--- config.mk ---
export PLATFORM = sky130hd
export DESIGN_NAME = ti_ctrl
export DESIGN_NICKNAME = d
export VERILOG_FILES = /design/src/sv/table_interpolator_macros.svh /design/src/sv/ti_pkg.sv /design/src/sv/ti_ctrl.sv
export SDC_FILE = /design/constraint.sdc
export NUM_CORES = 1
export LEC_CHECK = 0
export ABC_CLOCK_PERIOD_IN_PS = 6950
export CAP_MARGIN = 10
export CORE_UTILIZATION = 31
export DETAILED_ROUTE_END_ITERATION = 7
export DONT_BUFFER_PORTS = 1
export PLACE_DENSITY = 0.54
export SLEW_MARGIN = 40
export SYNTH_ARGS = -nofsm -noshare
export SYNTH_HDL_FRONTEND = slang
export SYNTH_SLANG_ARGS = --single-unit
--- constraint.sdc ---
create_clock -name i_clk -period 6.95 [get_ports i_clk]
set_input_delay 1.39 -clock i_clk [delete_from_list [all_inputs] [get_ports i_clk]]
set_output_delay 1.39 -clock i_clk [all_outputs]
set_load 0.02 [all_outputs]
--- src/sv/table_interpolator_macros.svh ---
// assertion macros for the table interpolator
// used by the top level; expects i_clk and i_rst_n in scope
`ifndef TABLE_INTERPOLATOR_MACROS_SVH
`define TABLE_INTERPOLATOR_MACROS_SVH

// same-cycle implication, disabled during reset
`define TI_ASSERT_NOW(name, ante, cons, msg) \
    name: assert property (@(posedge i_clk) disable iff (!i_rst_n) (ante) |-> (cons)) \
        else $error(msg);

// next-cycle implication, disabled during reset
`define TI_ASSERT_NEXT(name, ante, cons, msg) \
    name: assert property (@(posedge i_clk) disable iff (!i_rst_n) (ante) |=> (cons)) \
        else $error(msg);

`endif

--- src/sv/ti_pkg.sv ---
// shared types and constants of the table interpolator
// no dependencies
`default_nettype none

package ti_pkg;

    // field and arithmetic widths
    localparam int XW     = 32;  // table abscissa / ordinate
    localparam int DW     = 33;  // exact difference of two table values
    localparam int PW     = 66;  // product of two differences
    localparam int NUMW   = 99;  // three-factor numerator
    localparam int REMW   = 65;  // divider remainder
    localparam int QW     = 41;  // quotient bits kept before clamping
    localparam int QCW    = $clog2(QW);
    localparam int SW     = 44;  // running sum of terms
    localparam int CFG_DW = 7;
    localparam int CFG_IW = 1;

    localparam logic [QW-1:0] TERM_CLAMP = {1'b1, {(QW-1){1'b0}}};

    // configuration register indexes
    localparam logic [CFG_IW-1:0] CFG_METHOD = 1'b0;
    localparam logic [CFG_IW-1:0] CFG_COUNT  = 1'b1;

    // interpolation modes
    localparam logic [1:0] METHOD_NEAREST = 2'd0;
    localparam logic [1:0] METHOD_LINEAR  = 2'd1;
    localparam logic [1:0] METHOD_QUAD    = 2'd2;

    // result status codes
    localparam logic [1:0] STAT_INSIDE = 2'd0;
    localparam logic [1:0] STAT_BELOW  = 2'd1;
    localparam logic [1:0] STAT_ABOVE  = 2'd2;

    typedef enum logic [1:0] {TERM_LIN, TERM_A, TERM_B, TERM_C} t_term;

    typedef enum logic [1:0] {RES_B, RES_NEAR, RES_SUM} t_res_sel;

    typedef enum logic [3:0] {
        OP_NONE, OP_CAPTURE, OP_SHIFT, OP_PICK, OP_SUM_LIN, OP_SUM_ZERO,
        OP_OPERANDS, OP_MUL_N, OP_MUL_D, OP_MUL_LO, OP_MUL_HI, OP_NUM_ADD,
        OP_DIV_INIT, OP_DIV_STEP, OP_ACC, OP_RESULT
    } t_op;

    typedef enum logic [4:0] {
        S_IDLE, S_LOAD0, S_FIRST, S_SCAN, S_NEAR, S_ABOVE, S_PICK, S_LINSET,
        S_QSET, S_OPS, S_MULN, S_MULD, S_MULLO, S_MULHI, S_NUMADD, S_DIVINIT,
        S_DIV, S_ACC, S_FIN
    } t_state;

    // controller to datapath
    typedef struct packed {
        t_op        op;
        t_term      term;
        t_res_sel   res_sel;
        logic [1:0] status;
        logic       has_lo;
        logic       has_hi;
        logic       wr_en;
    } t_cmd;

    // datapath to controller
    typedef struct packed {
        logic le_first;
        logic lt_first;
        logic found;
        logic far_eq;
    } t_st;

endpackage

`default_nettype wire

--- src/sv/ti_ctrl.sv ---
// controller: configuration registers, segment scan and term sequencing
// depends on ti_pkg
`default_nettype none

module ti_ctrl #(
    parameter int TABLE_DEPTH = 64
) (
    input  wire logic                           i_clk,
    input  wire logic                           i_rst_n,
    input  wire logic                           i_start,
    input  wire logic                           i_kind,
    input  wire logic                           i_cfg_we,
    input  wire logic [ti_pkg::CFG_IW-1:0]      i_cfg_index,
    input  wire logic [ti_pkg::CFG_DW-1:0]      i_cfg_data,
    input  wire ti_pkg::t_st                    i_st,
    output      logic                           o_busy,
    output      ti_pkg::t_cmd                   o_cmd,
    output      logic [$clog2(TABLE_DEPTH)-1:0] o_raddr
);

    import ti_pkg::*;

    localparam int AW = $clog2(TABLE_DEPTH);
    localparam int CW = ((AW + 1) > 7) ? (AW + 1) : 7;

    t_state           r_state, n_state;
    logic [1:0]       r_method;
    logic [6:0]       r_count;
    logic [AW-1:0]    r_idx;
    t_term            r_term;
    logic [QCW-1:0]   r_cnt;

    // effective point count and segment position
    logic [CW-1:0] w_cnt_ext, w_n;
    logic          w_last, w_one, w_has_lo, w_has_hi;

    always_comb begin
        w_cnt_ext = CW'(r_count);
        if (w_cnt_ext == '0) begin
            w_n = CW'(1);
        end else if (w_cnt_ext > CW'(TABLE_DEPTH)) begin
            w_n = CW'(TABLE_DEPTH);
        end else begin
            w_n = w_cnt_ext;
        end
    end

    assign w_last   = CW'(r_idx) == (w_n - 1'b1);
    assign w_one    = w_n == CW'(1);
    assign w_has_lo = r_idx > AW'(1);
    assign w_has_hi = !w_last;

    // configuration writes
    always_ff @(posedge i_clk) begin
        if (!i_rst_n) begin
            r_method <= METHOD_LINEAR;
            r_count  <= 7'd1;
        end else if (i_cfg_we) begin
            unique case (i_cfg_index)
                CFG_METHOD: r_method <= i_cfg_data[1:0];
                CFG_COUNT:  r_count  <= i_cfg_data[6:0];
                default: ;
            endcase
        end
    end

    // next state
    always_comb begin
        n_state = r_state;
        unique case (r_state)
            S_IDLE:  if (i_start && i_kind) n_state = S_LOAD0;
            S_LOAD0: n_state = S_FIRST;
            S_FIRST: n_state = (i_st.le_first || w_one) ? S_IDLE : S_SCAN;
            S_SCAN: begin
                if (i_st.found) begin
                    if (r_method == METHOD_NEAREST) begin
                        n_state = S_NEAR;
                    end else if (r_method == METHOD_QUAD) begin
                        n_state = S_PICK;
                    end else begin
                        n_state = S_LINSET;
                    end
                end else if (w_last) begin
                    n_state = S_ABOVE;
                end
            end
            S_NEAR, S_ABOVE, S_FIN: n_state = S_IDLE;
            S_PICK: n_state = ((w_has_lo || w_has_hi) && !i_st.far_eq) ? S_QSET : S_LINSET;
            S_LINSET, S_QSET: n_state = S_OPS;
            S_OPS:     n_state = S_MULN;
            S_MULN:    n_state = S_MULD;
            S_MULD:    n_state = S_MULLO;
            S_MULLO:   n_state = S_MULHI;
            S_MULHI:   n_state = S_NUMADD;
            S_NUMADD:  n_state = S_DIVINIT;
            S_DIVINIT: n_state = S_DIV;
            S_DIV:     if (r_cnt == QCW'(QW - 1)) n_state = S_ACC;
            S_ACC: n_state = ((r_term == TERM_LIN) || (r_term == TERM_C)) ? S_FIN : S_OPS;
            default: n_state = S_IDLE;
        endcase
    end

    // datapath commands
    always_comb begin
        o_cmd.op      = OP_NONE;
        o_cmd.term    = r_term;
        o_cmd.res_sel = RES_B;
        o_cmd.status  = STAT_INSIDE;
        o_cmd.has_lo  = w_has_lo;
        o_cmd.has_hi  = w_has_hi;
        o_cmd.wr_en   = 1'b0;
        o_raddr       = '0;
        unique case (r_state)
            S_IDLE: begin
                if (i_start) begin
                    if (i_kind) begin
                        o_cmd.op = OP_CAPTURE;
                    end else begin
                        o_cmd.wr_en = 1'b1;
                    end
                end
            end
            S_LOAD0: o_cmd.op = OP_SHIFT;
            S_FIRST: begin
                o_raddr = AW'(1);
                if (i_st.le_first) begin
                    o_cmd.op     = OP_RESULT;
                    o_cmd.status = i_st.lt_first ? STAT_BELOW : STAT_INSIDE;
                end else if (w_one) begin
                    o_cmd.op     = OP_RESULT;
                    o_cmd.status = STAT_ABOVE;
                end
            end
            S_SCAN: begin
                o_cmd.op = OP_SHIFT;
                o_raddr  = r_idx + 1'b1;
            end
            S_NEAR: begin
                o_cmd.op      = OP_RESULT;
                o_cmd.res_sel = RES_NEAR;
            end
            S_ABOVE: begin
                o_cmd.op     = OP_RESULT;
                o_cmd.status = STAT_ABOVE;
            end
            S_PICK:    o_cmd.op = OP_PICK;
            S_LINSET:  o_cmd.op = OP_SUM_LIN;
            S_QSET:    o_cmd.op = OP_SUM_ZERO;
            S_OPS:     o_cmd.op = OP_OPERANDS;
            S_MULN:    o_cmd.op = OP_MUL_N;
            S_MULD:    o_cmd.op = OP_MUL_D;
            S_MULLO:   o_cmd.op = OP_MUL_LO;
            S_MULHI:   o_cmd.op = OP_MUL_HI;
            S_NUMADD:  o_cmd.op = OP_NUM_ADD;
            S_DIVINIT: o_cmd.op = OP_DIV_INIT;
            S_DIV:     o_cmd.op = OP_DIV_STEP;
            S_ACC:     o_cmd.op = OP_ACC;
            S_FIN: begin
                o_cmd.op      = OP_RESULT;
                o_cmd.res_sel = RES_SUM;
            end
            default: ;
        endcase
    end

    // state, segment index, term and divider step count
    always_ff @(posedge i_clk) begin
        if (!i_rst_n) begin
            r_state <= S_IDLE;
            r_idx   <= '0;
            r_term  <= TERM_LIN;
            r_cnt   <= '0;
        end else begin
            r_state <= n_state;
            if (r_state == S_FIRST) begin
                r_idx <= AW'(1);
            end else if (r_state == S_SCAN && !i_st.found && !w_last) begin
                r_idx <= r_idx + 1'b1;
            end
            if (r_state == S_LINSET) begin
                r_term <= TERM_LIN;
            end else if (r_state == S_QSET) begin
                r_term <= TERM_A;
            end else if (r_state == S_ACC) begin
                if (r_term == TERM_A) begin
                    r_term <= TERM_B;
                end else if (r_term == TERM_B) begin
                    r_term <= TERM_C;
                end
            end
            if (r_state == S_DIVINIT) begin
                r_cnt <= '0;
            end else if (r_state == S_DIV) begin
                r_cnt <= r_cnt + 1'b1;
            end
        end
    end

    assign o_busy = (r_state != S_IDLE);

endmodule

`default_nettype wire

==> impl_metrics.csv <==
group,metric,value,unit
run_status,outcome,"finished, final reports clean",
final_layout,fin_nets,318,
worst_setup_path,start_kind,"flip-flop",
timing,slew_headroom,46.4,%
final_layout,n_antenna_cell,0,
cts,clk_pin_slew,0.09,ns
hold_path,hold_path_depth,2,
floorplanning,core,6910,sq um
grt,track_usage,15.7,%
cts,cts.sinks,28,
hold_path,worstHoldPathType,"reg -> reg",
power_and_ir_drop,swShare,37.6,%
timing,holdWs,0.511,ns
timing,hold_viol,0,
floorplanning,num_rows,30,
worst_setup_path,critical_path_arrival,3.19,ns
timing,fin_crit,4.58,ns
cts,cts_resized,0,
grt,grt_pass1_wl,9400,um
timing,finalClockSkew,0.0146,ns
detailed_routing,drtAntennaViolNets,0,
synth,syn-mean-instance-area,7.30,sq um
worst_setup_path,slowest_stage,"or4_4",
synth,synth_seq_cells,28,
worst_setup_path,path_class,"reg -> out",
grt,grt_overflow_total,0,
detailed_routing,drt-vias-per-instance,5.42,
grt,grt_antenna_before_repair,0,
synth,synthFlopType,"dfxtp_1",
synth,synth_edf_count,0,
worst_setup_path,cp_max_fo,10,
timing,finalSetupTns,0,ns
final_layout,drive_gt1_share,6.87,%
synth,ys_seq_area_share,24.8,%
worst_setup_path,rrSetupSlack,3.85,ns
synth,synth_warnings,0,
place,place_inst,383,
power_and_ir_drop,seqPwrFrac,41.4,%
detailed_routing,drt_iter0_drc,81,
worst_setup_path,rr_startpoint,"r_count[2]",
synth,syn_inst,310,
power_and_ir_drop,power.share.clock,28.2,%
timing,setup_viol,0,
worst_setup_path,r2r_cells,10,
cts,clock_latency,0.29,ns
worst_setup_path,cp-startpoint,"r_count[2]",
place,port_buffers,0,
cts,cts_tree,"done",
worst_setup_path,slowest_delay,0.58,ns
timing,max_freq,0.218,GHz
cts,numCtsBuffers,3,
timing,finalCritPeriodShare,65.9,%
final_layout,design_area,2330,sq um
power_and_ir_drop,p_per_area,203,nW/um^2
worst_setup_path,cp-end-kind,"primary output",
floorplanning,ios,37,
detailed_routing,drc_errors,0,
cts,htree_levels,1,
final_layout,num-fill-cells,774,
worst_setup_path,rr_endpoint,"r_idx[5]",
synth,synth_nets,336,
timing,tightest_slew,0.802,ns
cts,root_buffer,"clkbuf_8",
place,placed_cell_area,2260,sq um
cts,post-cts-setup-buffers,0,
floorplanning,die_w,87.4,um
cts,clockBufferDepth,2,
timing,slew_violations,0,
final_layout,fin_cells,387,
place,place_congestion,0.804,
grt,grt_max_degree,29,
cts,cts_hold_buf,0,
detailed_routing,wl_per_cell,14.8,um
hold_path,hold_start,"r_count[1]",
power_and_ir_drop,p_leak,0.821,nW
final_layout,layout.area.seq,562,sq um
floorplanning,initial_core_util,32.8,%
synth,synthDistinctLibCells,64,
power_and_ir_drop,peakVddDrop,0.0000814,V
detailed_routing,firstDrtPassIters,4,
grt,grt_pass1_vias,1855,
worst_setup_path,cp_cell_sequence,"or4_4 > nor2_1 > o21ai_0 > ha_1 > nand4bb_1 > a21oi_1 > o21a_1 > or3_2 > or3_1",
detailed_routing,vias,2099,
hold_path,worst_hold_path.endpoint,"r_count[1]",
worst_setup_path,cp.required,5.56,ns
job,cap_violations,0,
final_layout,area_delta_synth_final,3.21,%
place,dpl.hpwl,4290,um
final_layout,multiInputGateArea,1530,sq um
detailed_routing,postRouteWirelength,5710,um
timing,rsz0062_at_grt,"no",
floorplanning,die_area,7640,sq um
synth,async_flop_share,0,%
synth,syn_area,2260,sq um
power_and_ir_drop,switching_power,0.178,mW
power_and_ir_drop,p_comb_share,30.4,%
power_and_ir_drop,p_int,0.296,mW
floorplanning,die_h,87.4,um
==> cells in the mapped netlist, types with 5 or more instances <==
cell | count | area, sq um
nor3_1 | 8 | 40.0
o21ai_0 | 22 | 110
a31oi_1 | 5 | 31.3
clkbuf_1 | 15 | 56.3
dfxtp_1 | 28 | 561
a21oi_1 | 28 | 140
nand2b_1 | 7 | 43.8
inv_1 | 14 | 52.6
nor2_1 | 34 | 128
nand3_1 | 18 | 90.1
nand2_1 | 31 | 116
ha_1 | 9 | 113
xor2_1 | 9 | 78.8
xnor2_1 | 5 | 43.8
==> routing by layer <==
metal,part of all wire (%),up-vias,wire length (um),global-route usage (%)
li1,-,1073,-,-
met3,4.3,5,243,2.27
met2,49,42,2770,26.1
met1,46,979,2640,21.1
met4,1.0,0,57,4.02
met5,0,-,0,0
==> flip-flops by register name, indices dropped and copies added (netlist names) <==
name / count
r_idx: 6
r_count: 7
r_term: 2
r_state: 5
r_cnt: 6
r_method: 2
==> cells in the final DEF (no fill, tap or decap), types with 3 or more instances in the layout <==
cell	n
a2111o_1	3
a21oi_1	28
a31oi_1	5
clkbuf_8	3
dfxtp_1	27
ha_1	9
inv_1	14
nand2_1	31
nand2b_1	7
nand3_1	18
nor2_1	34
nor3_1	8
nor4_1	4
o21ai_0	21
or2_2	4
xnor2_1	5
xor2_1	9
==> stage by stage <==
| stage | total power, mW | utilization [%] | setup slack (ns) |
|---|---|---|---|
| final | 0.473 | 33.8 | 2.37 |
| after global routing | 0.503 | 33.8 | 2.21 |
| after CTS | 0.476 | 33.8 | 2.37 |
| after detailed placement | 0.343 | 32.8 | 2.69 |
| after global placement | 0.342 | 32.8 | 2.72 |
| after floorplan | 0.320 | - | 2.79 |
==> worst max-delay path by stage <==
| stage | endpoint |
|---|---|
| 6_report | o_cmd[1] |
| 5_1_grt | o_cmd[1] |
| 4_1_cts | o_cmd[1] |
| 3_5_place_dp | o_cmd[1] |
| 3_3_place_gp | o_cmd[1] |
| 2_1_floorplan | o_cmd[1] |
==> worst max-delay path, delay by kind of cell, from the launching register on <==
kind                       cells  cell delay (ns)
AOI/OAI and AO/OA              3             0.40
adders and majority gates      1             0.29
DFF                            1             0.41
and+or+nand+nor                5             1.82
==> power groups by stage <==
| stage | logic (mW) | clock network (mW) | registers, mW |
|---|---|---|---|
| 2_1_floorplan | 0.139 | 0 | 0.181 |
| 3_3_place_gp | 0.143 | 0 | 0.199 |
| 3_5_place_dp | 0.144 | 0 | 0.199 |
| 4_1_cts | 0.145 | 0.136 | 0.195 |
| 5_1_grt | 0.161 | 0.143 | 0.199 |
| 6_report | 0.144 | 0.133 | 0.196 |
==> kinds of logic after synthesis <==
logic type               count (synthesis)  share of synthesized area (%)
AND/OR/NAND/NOR                        128                           28.3
adder cells (fa/ha/maj)                  9                           4.98
XOR/XNOR                                14                           5.42
flip-flops                              28                           24.8
multiplexers                             2                          0.885
AO/OA/AOI/OAI                           91                           27.9
buffers and inverters                   38                           7.80
==> layout make-up <==
class | count | share of cell area [%]
well taps | 96 | 5.14
flip-flops and latches | 28 | 24.1
clock inverters | 1 | 1.29
inverters | 15 | 2.41
clock buffers | 3 | 1.77
multi-input cells | 244 | 65.3
Note: power is estimated with default switching activity, not from simulation.
